--- src/rtl/kcla_pkg.sv ---
// Shared types and constants for the keypad code lock alarm.
// Request structs, mode and event codes, key codes, register reset values.
// No dependencies.
package kcla_pkg;

    localparam int CODE_LEN_DEF = 4;

    localparam logic [31:0] PASSCODE_RST = 32'h3132_3334;
    localparam logic [7:0]  TRIGGER_RST  = 8'd4;
    localparam logic [7:0]  TIMEOUT_RST  = 8'd10;

    localparam logic [1:0] CFG_PASSCODE = 2'd0;
    localparam logic [1:0] CFG_TRIGGER  = 2'd1;
    localparam logic [1:0] CFG_TIMEOUT  = 2'd2;

    localparam logic [1:0] KIND_TICK   = 2'd0;
    localparam logic [1:0] KIND_SENSOR = 2'd1;
    localparam logic [1:0] KIND_KEY    = 2'd2;

    localparam logic [7:0] KEY_STAR  = 8'h2A;
    localparam logic [7:0] KEY_HASH  = 8'h23;
    localparam logic [7:0] KEY_REARM = 8'h41;

    localparam logic [1:0] MODE_CODE_ARMED = 2'd0;
    localparam logic [1:0] MODE_CODE_ENTRY = 2'd1;
    localparam logic [1:0] MODE_CODE_OPEN  = 2'd2;

    typedef enum logic [2:0] {
        MODE_ARMED = 3'b001,
        MODE_ENTRY = 3'b010,
        MODE_OPEN  = 3'b100
    } t_mode;

    typedef enum logic [3:0] {
        EV_NONE      = 4'd0,
        EV_TRIGGERED = 4'd1,
        EV_STORED    = 4'd2,
        EV_BACKSPACE = 4'd3,
        EV_SHORT     = 4'd4,
        EV_OVERFLOW  = 4'd5,
        EV_WRONG     = 4'd6,
        EV_UNLOCKED  = 4'd7,
        EV_TIMEOUT   = 4'd8,
        EV_REARMED   = 4'd9
    } t_event;

    typedef struct packed {
        logic [1:0] kind;
        logic [7:0] sensor_value;
        logic [7:0] key_code;
    } t_in_item;

    typedef struct packed {
        logic [1:0] mode;
        logic       buzzer_on;
        logic       unlock_light;
        logic       timer_light;
        logic       timer_running;
        logic [2:0] entered_count;
        logic [7:0] elapsed;
        logic [3:0] event_res;
    } t_out_item;

    typedef struct packed {
        logic [31:0] passcode;
        logic [7:0]  trigger_value;
        logic [7:0]  timeout_seconds;
    } t_cfg;

endpackage

--- src/rtl/kcla_cfg.sv ---
// Configuration registers of the keypad code lock alarm.
// Depends on kcla_pkg.
module kcla_cfg (
    input  logic                i_clk,
    input  logic                i_rst_n,
    input  logic                i_cfg_valid,
    output logic                o_cfg_ready,
    input  logic [1:0]          i_cfg_index,
    input  logic [31:0]         i_cfg_data,
    output kcla_pkg::t_cfg      o_cfg
);
    import kcla_pkg::*;

    t_cfg r_cfg;

    assign o_cfg_ready = 1'b1;
    assign o_cfg       = r_cfg;

    always_ff @(posedge i_clk) begin
        if (!i_rst_n) begin
            r_cfg.passcode        <= PASSCODE_RST;
            r_cfg.trigger_value   <= TRIGGER_RST;
            r_cfg.timeout_seconds <= TIMEOUT_RST;
        end else if (i_cfg_valid) begin
            case (i_cfg_index)
                CFG_PASSCODE: r_cfg.passcode        <= i_cfg_data;
                CFG_TRIGGER:  r_cfg.trigger_value   <= i_cfg_data[7:0];
                CFG_TIMEOUT:  r_cfg.timeout_seconds <= i_cfg_data[7:0];
                default: ;
            endcase
        end
    end

endmodule

--- src/rtl/kcla_core.sv ---
// Lock state and single-pass update logic for one request.
// Depends on kcla_pkg.
module kcla_core #(
    parameter int CODE_LEN = kcla_pkg::CODE_LEN_DEF
) (
    input  logic                i_clk,
    input  logic                i_rst_n,
    input  logic                i_step,
    input  kcla_pkg::t_in_item  i_item,
    input  kcla_pkg::t_cfg      i_cfg,
    output kcla_pkg::t_out_item o_result
);
    import kcla_pkg::*;

    localparam int KCW = $clog2(CODE_LEN + 1);
    localparam logic [KCW-1:0] FULL = KCW'(CODE_LEN);

    t_mode          r_mode, n_mode;
    logic [7:0]     r_keys [CODE_LEN];
    logic [7:0]     n_keys [CODE_LEN];
    logic [KCW-1:0] r_count, n_count;
    logic [7:0]     r_sec, n_sec;
    logic           r_counting, n_counting;
    logic           r_alarm, n_alarm;
    logic           r_blink, n_blink;
    logic           r_open, n_open;
    t_event         ev;
    logic           match;
    logic [3:0]     count_ext;

    always_comb begin
        int pos;
        match = 1'b1;
        for (int i = 0; i < CODE_LEN; i++) begin
            pos = CODE_LEN - 1 - i;
            if (pos < 4) begin
                if (r_keys[i] != i_cfg.passcode[8*pos +: 8]) match = 1'b0;
            end else begin
                if (r_keys[i] != 8'd0) match = 1'b0;
            end
        end
    end

    always_comb begin
        n_mode     = r_mode;
        n_keys     = r_keys;
        n_count    = r_count;
        n_sec      = r_sec;
        n_counting = r_counting;
        n_alarm    = r_alarm;
        n_blink    = r_blink;
        n_open     = r_open;
        ev         = EV_NONE;
        if (i_step) begin
            case (i_item.kind)
                KIND_TICK: begin
                    if (r_counting) begin
                        n_blink = !r_blink;
                        if (r_sec != 8'hFF) n_sec = r_sec + 8'd1;
                        if (n_sec >= i_cfg.timeout_seconds) begin
                            n_counting = 1'b0;
                            n_alarm    = 1'b1;
                            ev         = EV_TIMEOUT;
                        end
                    end
                end
                KIND_SENSOR: begin
                    if (r_mode == MODE_ARMED
                        && i_item.sensor_value == i_cfg.trigger_value) begin
                        n_mode     = MODE_ENTRY;
                        n_counting = 1'b1;
                        n_blink    = 1'b1;
                        ev         = EV_TRIGGERED;
                    end
                end
                KIND_KEY: begin
                    if (r_mode == MODE_ENTRY) begin
                        if (i_item.key_code == KEY_STAR) begin
                            if (r_count != '0) begin
                                n_count = r_count - 1'b1;
                                ev      = EV_BACKSPACE;
                            end
                        end else if (i_item.key_code == KEY_HASH) begin
                            if (r_count < FULL) begin
                                n_count = '0;
                                ev      = EV_SHORT;
                            end else if (match) begin
                                n_mode     = MODE_OPEN;
                                n_counting = 1'b0;
                                for (int i = 0; i < CODE_LEN; i++) n_keys[i] = 8'd0;
                                n_count    = '0;
                                n_open     = 1'b1;
                                n_blink    = 1'b0;
                                n_alarm    = 1'b0;
                                ev         = EV_UNLOCKED;
                            end else begin
                                n_count    = '0;
                                n_counting = 1'b0;
                                n_alarm    = 1'b1;
                                ev         = EV_WRONG;
                            end
                        end else if (r_count >= FULL) begin
                            n_count = '0;
                            ev      = EV_OVERFLOW;
                        end else begin
                            for (int i = 0; i < CODE_LEN; i++) begin
                                if (KCW'(i) == r_count) n_keys[i] = i_item.key_code;
                            end
                            n_count = r_count + 1'b1;
                            ev      = EV_STORED;
                        end
                    end else if (r_mode == MODE_OPEN && i_item.key_code == KEY_REARM) begin
                        n_mode = MODE_ARMED;
                        n_open = 1'b0;
                        n_sec  = 8'd0;
                        ev     = EV_REARMED;
                    end
                end
                default: ;
            endcase
        end
    end

    always_ff @(posedge i_clk) begin
        if (!i_rst_n) begin
            r_mode     <= MODE_ARMED;
            for (int i = 0; i < CODE_LEN; i++) r_keys[i] <= 8'd0;
            r_count    <= '0;
            r_sec      <= 8'd0;
            r_counting <= 1'b0;
            r_alarm    <= 1'b0;
            r_blink    <= 1'b0;
            r_open     <= 1'b0;
        end else begin
            r_mode     <= n_mode;
            r_keys     <= n_keys;
            r_count    <= n_count;
            r_sec      <= n_sec;
            r_counting <= n_counting;
            r_alarm    <= n_alarm;
            r_blink    <= n_blink;
            r_open     <= n_open;
        end
    end

    // entered_count is reported in three bits
    assign count_ext = 4'(n_count);

    always_comb begin
        case (n_mode)
            MODE_ARMED: o_result.mode = MODE_CODE_ARMED;
            MODE_ENTRY: o_result.mode = MODE_CODE_ENTRY;
            MODE_OPEN:  o_result.mode = MODE_CODE_OPEN;
            default:    o_result.mode = MODE_CODE_ARMED;
        endcase
        o_result.buzzer_on     = n_alarm;
        o_result.unlock_light  = n_open;
        o_result.timer_light   = n_blink;
        o_result.timer_running = n_counting;
        o_result.entered_count = count_ext[2:0];
        o_result.elapsed       = n_sec;
        o_result.event_res     = ev;
    end

    a_count_only_in_entry: assert property (@(posedge i_clk) disable iff (!i_rst_n)
        r_counting |-> r_mode == MODE_ENTRY)
        else $error("seconds counter running outside entry mode");

    a_count_bound: assert property (@(posedge i_clk) disable iff (!i_rst_n)
        r_count <= FULL)
        else $error("key count above code length");

    a_light_tracks_open: assert property (@(posedge i_clk) disable iff (!i_rst_n)
        r_open == (r_mode == MODE_OPEN))
        else $error("unlock light out of step with mode");

    a_alarm_stops_timer: assert property (@(posedge i_clk) disable iff (!i_rst_n)
        r_alarm |-> !r_counting)
        else $error("timer running with alarm latched");

endmodule

--- src/rtl/keypad_code_lock_alarm.sv ---
// Top level of the keypad code lock alarm: input register, core, result register.
// Depends on kcla_pkg, kcla_cfg and kcla_core.
//
// Each request (tick, sensor report or key press) yields exactly one result
// with the lock status and an event code. One request is taken per clock while
// the result side does not stall; a result is presented after its request has
// passed the input register and the state update that loads the result register.
// Stall on the result side propagates back to the input stall combinationally.
// Configuration writes are always ready and take effect on the next request.
module keypad_code_lock_alarm #(
    parameter int CODE_LEN = kcla_pkg::CODE_LEN_DEF
) (
    input  logic                i_clk,
    input  logic                i_rst_n,
    input  logic                i_in_valid,
    output logic                o_in_stall,
    input  kcla_pkg::t_in_item  i_in,
    output logic                o_out_valid,
    input  logic                i_out_stall,
    output kcla_pkg::t_out_item o_out,
    input  logic                i_cfg_valid,
    output logic                o_cfg_ready,
    input  logic [1:0]          i_cfg_index,
    input  logic [31:0]         i_cfg_data
);
    import kcla_pkg::*;

    t_cfg      cfg;
    t_in_item  r_in;
    logic      r_in_valid;
    t_out_item r_out;
    logic      r_out_valid;
    t_out_item result;
    logic      adv;

    assign adv         = !r_out_valid || !i_out_stall;
    assign o_in_stall  = r_in_valid && !adv;
    assign o_out_valid = r_out_valid;
    assign o_out       = r_out;

    kcla_cfg u_cfg (
        .i_clk       (i_clk),
        .i_rst_n     (i_rst_n),
        .i_cfg_valid (i_cfg_valid),
        .o_cfg_ready (o_cfg_ready),
        .i_cfg_index (i_cfg_index),
        .i_cfg_data  (i_cfg_data),
        .o_cfg       (cfg)
    );

    kcla_core #(
        .CODE_LEN (CODE_LEN)
    ) u_core (
        .i_clk    (i_clk),
        .i_rst_n  (i_rst_n),
        .i_step   (r_in_valid && adv),
        .i_item   (r_in),
        .i_cfg    (cfg),
        .o_result (result)
    );

    always_ff @(posedge i_clk) begin
        if (!i_rst_n) begin
            r_in_valid  <= 1'b0;
            r_out_valid <= 1'b0;
        end else begin
            if (i_in_valid && !o_in_stall) begin
                r_in_valid <= 1'b1;
            end else if (adv) begin
                r_in_valid <= 1'b0;
            end
            if (adv) begin
                r_out_valid <= r_in_valid;
            end
        end
    end

    always_ff @(posedge i_clk) begin
        if (i_in_valid && !o_in_stall) begin
            r_in <= i_in;
        end
        if (adv && r_in_valid) begin
            r_out <= result;
        end
    end

endmodule

--- config.mk ---
export PLATFORM = sky130hd
export DESIGN_NAME = keypad_code_lock_alarm
export DESIGN_NICKNAME = d
export VERILOG_FILES = /design/src/rtl/kcla_pkg.sv /design/src/rtl/kcla_cfg.sv /design/src/rtl/kcla_core.sv /design/src/rtl/keypad_code_lock_alarm.sv
export SDC_FILE = /design/constraint.sdc
export NUM_CORES = 1
export LEC_CHECK = 0
export ABC_AREA = 1
export ABC_CLOCK_PERIOD_IN_PS = 4600
export BUFFER_PORTS_ARGS = -buffer_cell sky130_fd_sc_hd__buf_2
export CORE_ASPECT_RATIO = 1.25
export CORE_MARGIN = 4
export CORE_UTILIZATION = 55
export DETAILED_ROUTE_END_ITERATION = 10
export PLACE_DENSITY = 0.76
export SLEW_MARGIN = 25
export SYNTH_ARGS = -nofsm -noshare
export SYNTH_HDL_FRONTEND = slang
export SYNTH_SLANG_ARGS = --single-unit
--- constraint.sdc ---
create_clock -name i_clk -period 4.6 [get_ports i_clk]
set_input_delay 0.69 -clock i_clk [delete_from_list [all_inputs] [get_ports i_clk]]
set_output_delay 0.69 -clock i_clk [all_outputs]
set_load 0.005 [all_outputs]
* Word-level counts from Yosys, hierarchy flattened
Index checks and enable logic that the tools add are counted.
Cells by class: multipliers 0, $lt $le $gt $ge 3, shifts and indexed selects 0, bitwise logic cells 1, reductions and logical operators 27, add/subtract/negate cells 3, equal/unequal tests 24, muxes and demuxes 87, div/mod/pow operators 0
Operators by type and width (count):
- 32-bit 2-to-1 mux | 4
- 8-bit 2-to-1 mux | 12
- 3-bit 2-to-1 mux | 16
- 1-bit 2-to-1 mux | 40
- 8-bit inequality test | 4
- 8-bit AND reduction | 4
- 4-bit 2-to-1 mux | 7
- 8-bit by 6-bit equality test with 1-bit output (second input constant) | 2
- 8-bit one-hot mux with 2 select lines | 1
- 4-bit one-hot mux with 3 select lines | 1
- 2-bit nonzero test | 5
- 8-bit by 1-bit adder with 8-bit output (second input constant) | 1
- 8-bit by 7-bit equality test with 1-bit output (second input constant) | 1
- 8-bit equality test | 1
- 8-bit >= comparator | 1
- 8-bit inequality test (second input constant) | 1
- 2-bit by 3-bit equality test with 1-bit output (first input constant) | 2
- 3-bit by 2-bit equality test with 1-bit output (second input constant) | 2
- 3-bit equality test (second input constant) | 2
- 1-bit one-hot mux with 3 select lines | 2
- 3-bit one-hot mux with 2 select lines | 1
- 2-bit AND reduction | 3
- 1-bit logical AND | 5
- 1-bit zero test | 5
- other kinds (18) | 22
Word-level totals: bits in read-only memories 0, latch bits 0, memories kept 0, RAM bits 0, input bits 57, register bits after elaboration 139

* Longest topological paths before layout
word-level depth 14, depth in mapped cells 19

* Cells and area by module
Synthesis repeated with hierarchy kept, for this count alone.
Unflattened totals: cells, all modules 987, area, all modules 7178.1 um2
By module, submodules not included:
- kcla_core | cells an instance 652, area each 3920.0 um2, sequential area each 1001.0 um2, instances 1
- kcla_cfg | cells an instance 283, area each 1991.9 um2, sequential area each 960.9 um2, instances 1
- keypad_code_lock_alarm | cells an instance 52, area each 1266.2 um2, sequential area each 1211.2 um2, instances 1

* Least setup slack after synthesis
No wires, ideal clock.
path type register to register, start point register u_core.r_sec[0], end point register r_out (netlist bit o_out[15]) (data pin), clock period less this slack 2.471 ns, arrival 2.220 ns, slack 2.129 ns, library setup time 0.251 ns, required time 4.349 ns, cell stages (with the launch flop) 17, path buffers 0, path through dfxtp_1 > ha_1 > nand4_1 > nor2_1 > nand2_1 > mux2_2 > ha_1 > inv_1 > o21bai_1 > nand2_1 > nand2_1 > a21oi_1 > and2_1 > nand2_1 > nand4_1 > nand2_1 > inv_1
RTL lines:
- start, declared | RTL line kcla_core.sv:22 | logic [7:0] r_sec, n_sec;
- start signal, assigned | RTL line kcla_core.sv:138 | r_sec <= n_sec;
- end signal, assigned | RTL line keypad_code_lock_alarm.sv:83 | r_out <= result;
- end, declared | RTL line keypad_code_lock_alarm.sv:31 | t_out_item r_out;

==> flow_summary.ini <==
[setup_path]
path_cells = ha_1 > nand4_1 > nor2_1 > nand2_1 > mux2_2 > ha_1 > inv_1 > o21bai_1 > nand2_1 > nand2_1 > a21oi_1 > and2_1 > a2bb2oi_1 > nor2_1
cp_data_arrival_time_ns = 2.97
critical-path-top-cell-by-count = sky130_fd_sc_hd__nand2_1
timing.setup.critical_path_class = reg2reg
cp-end-kind = flip-flop
start_kind = flip-flop
worstPathRequired_ns = 4.75
cpPeakStageDelay_ns = 0.39
critical_path_peak_fanout = 8
reg2reg_depth = 14
cpMaxStageDelayCell = sky130_fd_sc_hd__dfxtp_1

[synthesis]
postSynthRegisterBits = 139
post-synth-top-area-fraction_pct = 30.21
syn_avg_cell_area_um2 = 7.566
synth-edff-count = 39
yosys-top-cells-count = 234 x sky130_fd_sc_hd__nand2_1, 128 x sky130_fd_sc_hd__inv_1, 100 x sky130_fd_sc_hd__dfxtp_1
synthesis.area_um2 = 6628
synth_cell_types = 36
postSynthCellCount = 876
yosysMostFrequentCell = sky130_fd_sc_hd__nand2_1
synth.largest_area_cell = sky130_fd_sc_hd__dfxtp_1
asyncSetResetFlopFracSynth_pct = 0
dominantRegCellSynth = sky130_fd_sc_hd__dfxtp_1
ys.warnings.count = 0
postSynthNetCount = 952
seq_area_frac_synth_pct = 47.88
post_synth_main_area_contributors = sky130_fd_sc_hd__dfxtp_1 30%, sky130_fd_sc_hd__edfxtp_1 18%, sky130_fd_sc_hd__nand2_1 13%

[timing]
clock_skew_ns = 0.007772
final_max_slew_viol_count = 0
setup_violation_total_in_the_final_timing_report = 0
setup_tns_ns = 0
maxSlewHeadroom_pct = 38.52
rsz0062_at_grt = false
timing.fmax_mhz = 355.4
hold_viol = 0
layout_worst_path_cycle_share_pct = 61.16
tightest_slew_ns = 0.9165
hold-worst-slack_ns = 0.4573
post-route-min-period_ns = 2.813

[finish]
num-fill-cells = 1017
num-nets-final = 1028
area_growth_synth_to_finish_pct = 16.29
final-seq-area_um2 = 3173
final_layout_size_suffix_gt1_share_pct = 13.47
multi_input_comb_area_um2 = 2841
finish.cell_count_without_fillers = 1126
fin_util_pct = 65.73
antenna-diode-count = 0
finished_layout_cell_area_um2 = 7707

[pwr]
power.density_cell_area_nw_per_um2 = 369.7
ir_worst_vdd_uv = 245.7
power.share.combinational_pct = 6.3
clock_power_share_pct = 47.1
pwr-share-seq_pct = 46.6
switchingPower_mw = 0.6168
internal_power_mw = 2.232
cellLeakagePower_nw = 3.565
swShare_pct = 21.65

[drt]
wl_met1_um = 6195
remaining_drc_errors = 0
initialDrtViolationCount = 337
met2_length_um = 7514
highest-signal-layer = met4
average_wire_per_standard_cell_um = 13.29
antenna_viol_nets_final = 0
routed-via-count = 5686
totalWireLength_um = 14960
avgViaCountPerCell = 5.050
wl_met3_um = 802
drt-pass1-iter-count = 7

[clocking]
cts.sink_count = 139
insertion_delay_ns = 0.41
tritoncts = built
clock_tree.htree_level_count = 4
ctsRootBufferMaster = sky130_fd_sc_hd__clkbuf_16
cts-buffers-inserted = 17
ctsLongestPathBuffers = 2
hold_buffers = 0
cts.reportedPaths.clkPinSlew_ns = 0.06
number_of_gates_given_a_new_drive_strength_after_cts = 0
cts_post_setup_buffers_inserted = 0

[floorplanning]
floorplan.core_area_um2 = 11730
die_area_um2 = 13880
design.portCount = 81
dieWidth_um = 106.2
chipHeight_um = 130.7
floorplan.initialDensity_pct = 56.52
floorplan_row_count = 44

[global_routing]
first_global_vias = 5115
grtUsageTotal_pct = 22.03
grt_antenna_before_repair = 0
grt-ovfl-total = 0
grt_first_pass_wirelength_um = 23950
grt_start_max_net_pins = 75

[place]
place_hpwl_um = 10580
numPortBuffers = 79
place_area_um2 = 7128
finalWeightedCongestion = 0.8849
post-place-cells = 1094

[hold_path]
worstHoldPathCells = 1
hold_path.class = in2reg

[run]
maxCapViolations = 0

[outcome]
outcome = complete, no violations
==> cells by family (layout without fill, tap and decap cells) <==
logic type               Yosys count  after routing  share of synthesized area [%]
flip-flops                       139            139                          47.88
other                              1              1                        0.05658
XOR/XNOR                          18             18                          2.379
buffers and inverters            157            246                          9.326
AND/OR/NAND/NOR                  401            401                          25.41
multiplexers                       1              1                         0.1699
adder cells (fa/ha/maj)           19             19                          3.587
AO/OA/AOI/OAI                    140            140                          11.19
==> cells in the final DEF, fill, tap and decap left out, types with 2 or more instances in the layout <==
cell type / netlist / routed
sky130_fd_sc_hd__a21oi_1: 57 / 57
sky130_fd_sc_hd__nand2_1: 234 / 234
sky130_fd_sc_hd__nor2_2: 2 / 2
sky130_fd_sc_hd__and2_1: 4 / 4
sky130_fd_sc_hd__dfxtp_1: 100 / 100
sky130_fd_sc_hd__or2_2: 7 / 7
sky130_fd_sc_hd__buf_4: 2 / 2
sky130_fd_sc_hd__ha_1: 19 / 19
sky130_fd_sc_hd__clkinv_1: 3 / 4
sky130_fd_sc_hd__nor2_1: 93 / 93
sky130_fd_sc_hd__clkbuf_16: 0 / 17
sky130_fd_sc_hd__o21ai_0: 66 / 66
sky130_fd_sc_hd__nand3_2: 4 / 4
sky130_fd_sc_hd__nor3_2: 1 / 2
sky130_fd_sc_hd__xnor2_1: 15 / 15
sky130_fd_sc_hd__inv_1: 128 / 128
sky130_fd_sc_hd__nand4_1: 16 / 16
sky130_fd_sc_hd__clkinv_2: 0 / 4
sky130_fd_sc_hd__nand3_1: 24 / 24
sky130_fd_sc_hd__clkbuf_1: 17 / 5
sky130_fd_sc_hd__bufinv_16: 0 / 3
sky130_fd_sc_hd__buf_2: 3 / 79
sky130_fd_sc_hd__xor2_1: 3 / 3
sky130_fd_sc_hd__nor3_1: 8 / 7
sky130_fd_sc_hd__and3_1: 2 / 2
sky130_fd_sc_hd__edfxtp_1: 39 / 39
sky130_fd_sc_hd__o211ai_1: 14 / 14
sky130_fd_sc_hd__nand2_2: 3 / 3
==> registers in the layout (all words and copies together), names as in the netlist <==
| name | cells |
|---|---|
| u_core.r_counting | 1 |
| u_core.r_count | 3 |
| r_in | 18 |
| u_core.r_keys | 32 |
| o_out_valid | 1 |
| u_core.r_mode | 3 |
| o_out | 21 |
| u_core.r_sec | 8 |
| r_in_valid | 1 |
| u_core.r_alarm | 1 |
| u_core.r_blink | 1 |
| u_core.r_open | 1 |
| u_cfg.o_cfg | 48 |
==> through the flow <==
stage          setup WS (ns)  power, mW
2_1_floorplan          2.129      1.461
3_3_place_gp           1.679      1.529
3_5_place_dp           1.689      1.532
4_1_cts                1.785      2.865
5_1_grt                1.514      2.957
6_report               1.787      2.849
==> critical path: cells and delay by family (launching register included) <==
family | cells | cell delay (ns)
and+or+nand+nor | 7 | 0.81
adders and majority gates | 2 | 0.52
AOI/OAI and AO/OA | 3 | 0.42
DFF | 1 | 0.39
muxes | 1 | 0.35
buffers and inverters | 1 | 0.06
==> cell type report <==
type,count,area share [%]
flip-flops and latches,139,41.17
multi-input cells,580,36.87
inverters,133,6.510
clock buffers,23,5.942
repair buffers,81,5.325
well taps,161,2.614
clock inverters,9,1.575
==> routing by layer <==
| layer | GRT usage, % | vias to the layer above |
|---|---|---|
| li1 | - | 2937 |
| met1 | 25.28 | 2527 |
| met5 | 0 | - |
| met4 | 10.82 | 0 |
| met3 | 4.767 | 36 |
| met2 | 39.05 | 186 |
==> power groups by stage <==
stage               Clock [mW]  Combinational (mW)  Sequential (mW)
CTS                       1.36               0.181             1.33
finish                    1.34               0.181             1.33
global route              1.42               0.205             1.33
floorplan                    0               0.114             1.35
detailed placement           0               0.179             1.35
global placement             0               0.176             1.35
==> worst paths after layout <==
| path | endpoint | slack [ns] | startpoint |
|---|---|---|---|
| hold / removal | r_in[2] | 0.46 | i_in[2] |
| setup reg to reg | o_out[3] | 1.79 | u_core.r_sec[0] |
| setup / recovery | o_out[3] | 1.79 | u_core.r_sec[0] |
| hold reg to reg | u_cfg.o_cfg[31] | 0.47 | u_cfg.o_cfg[31] |
Power figures use the tool's default switching activity.
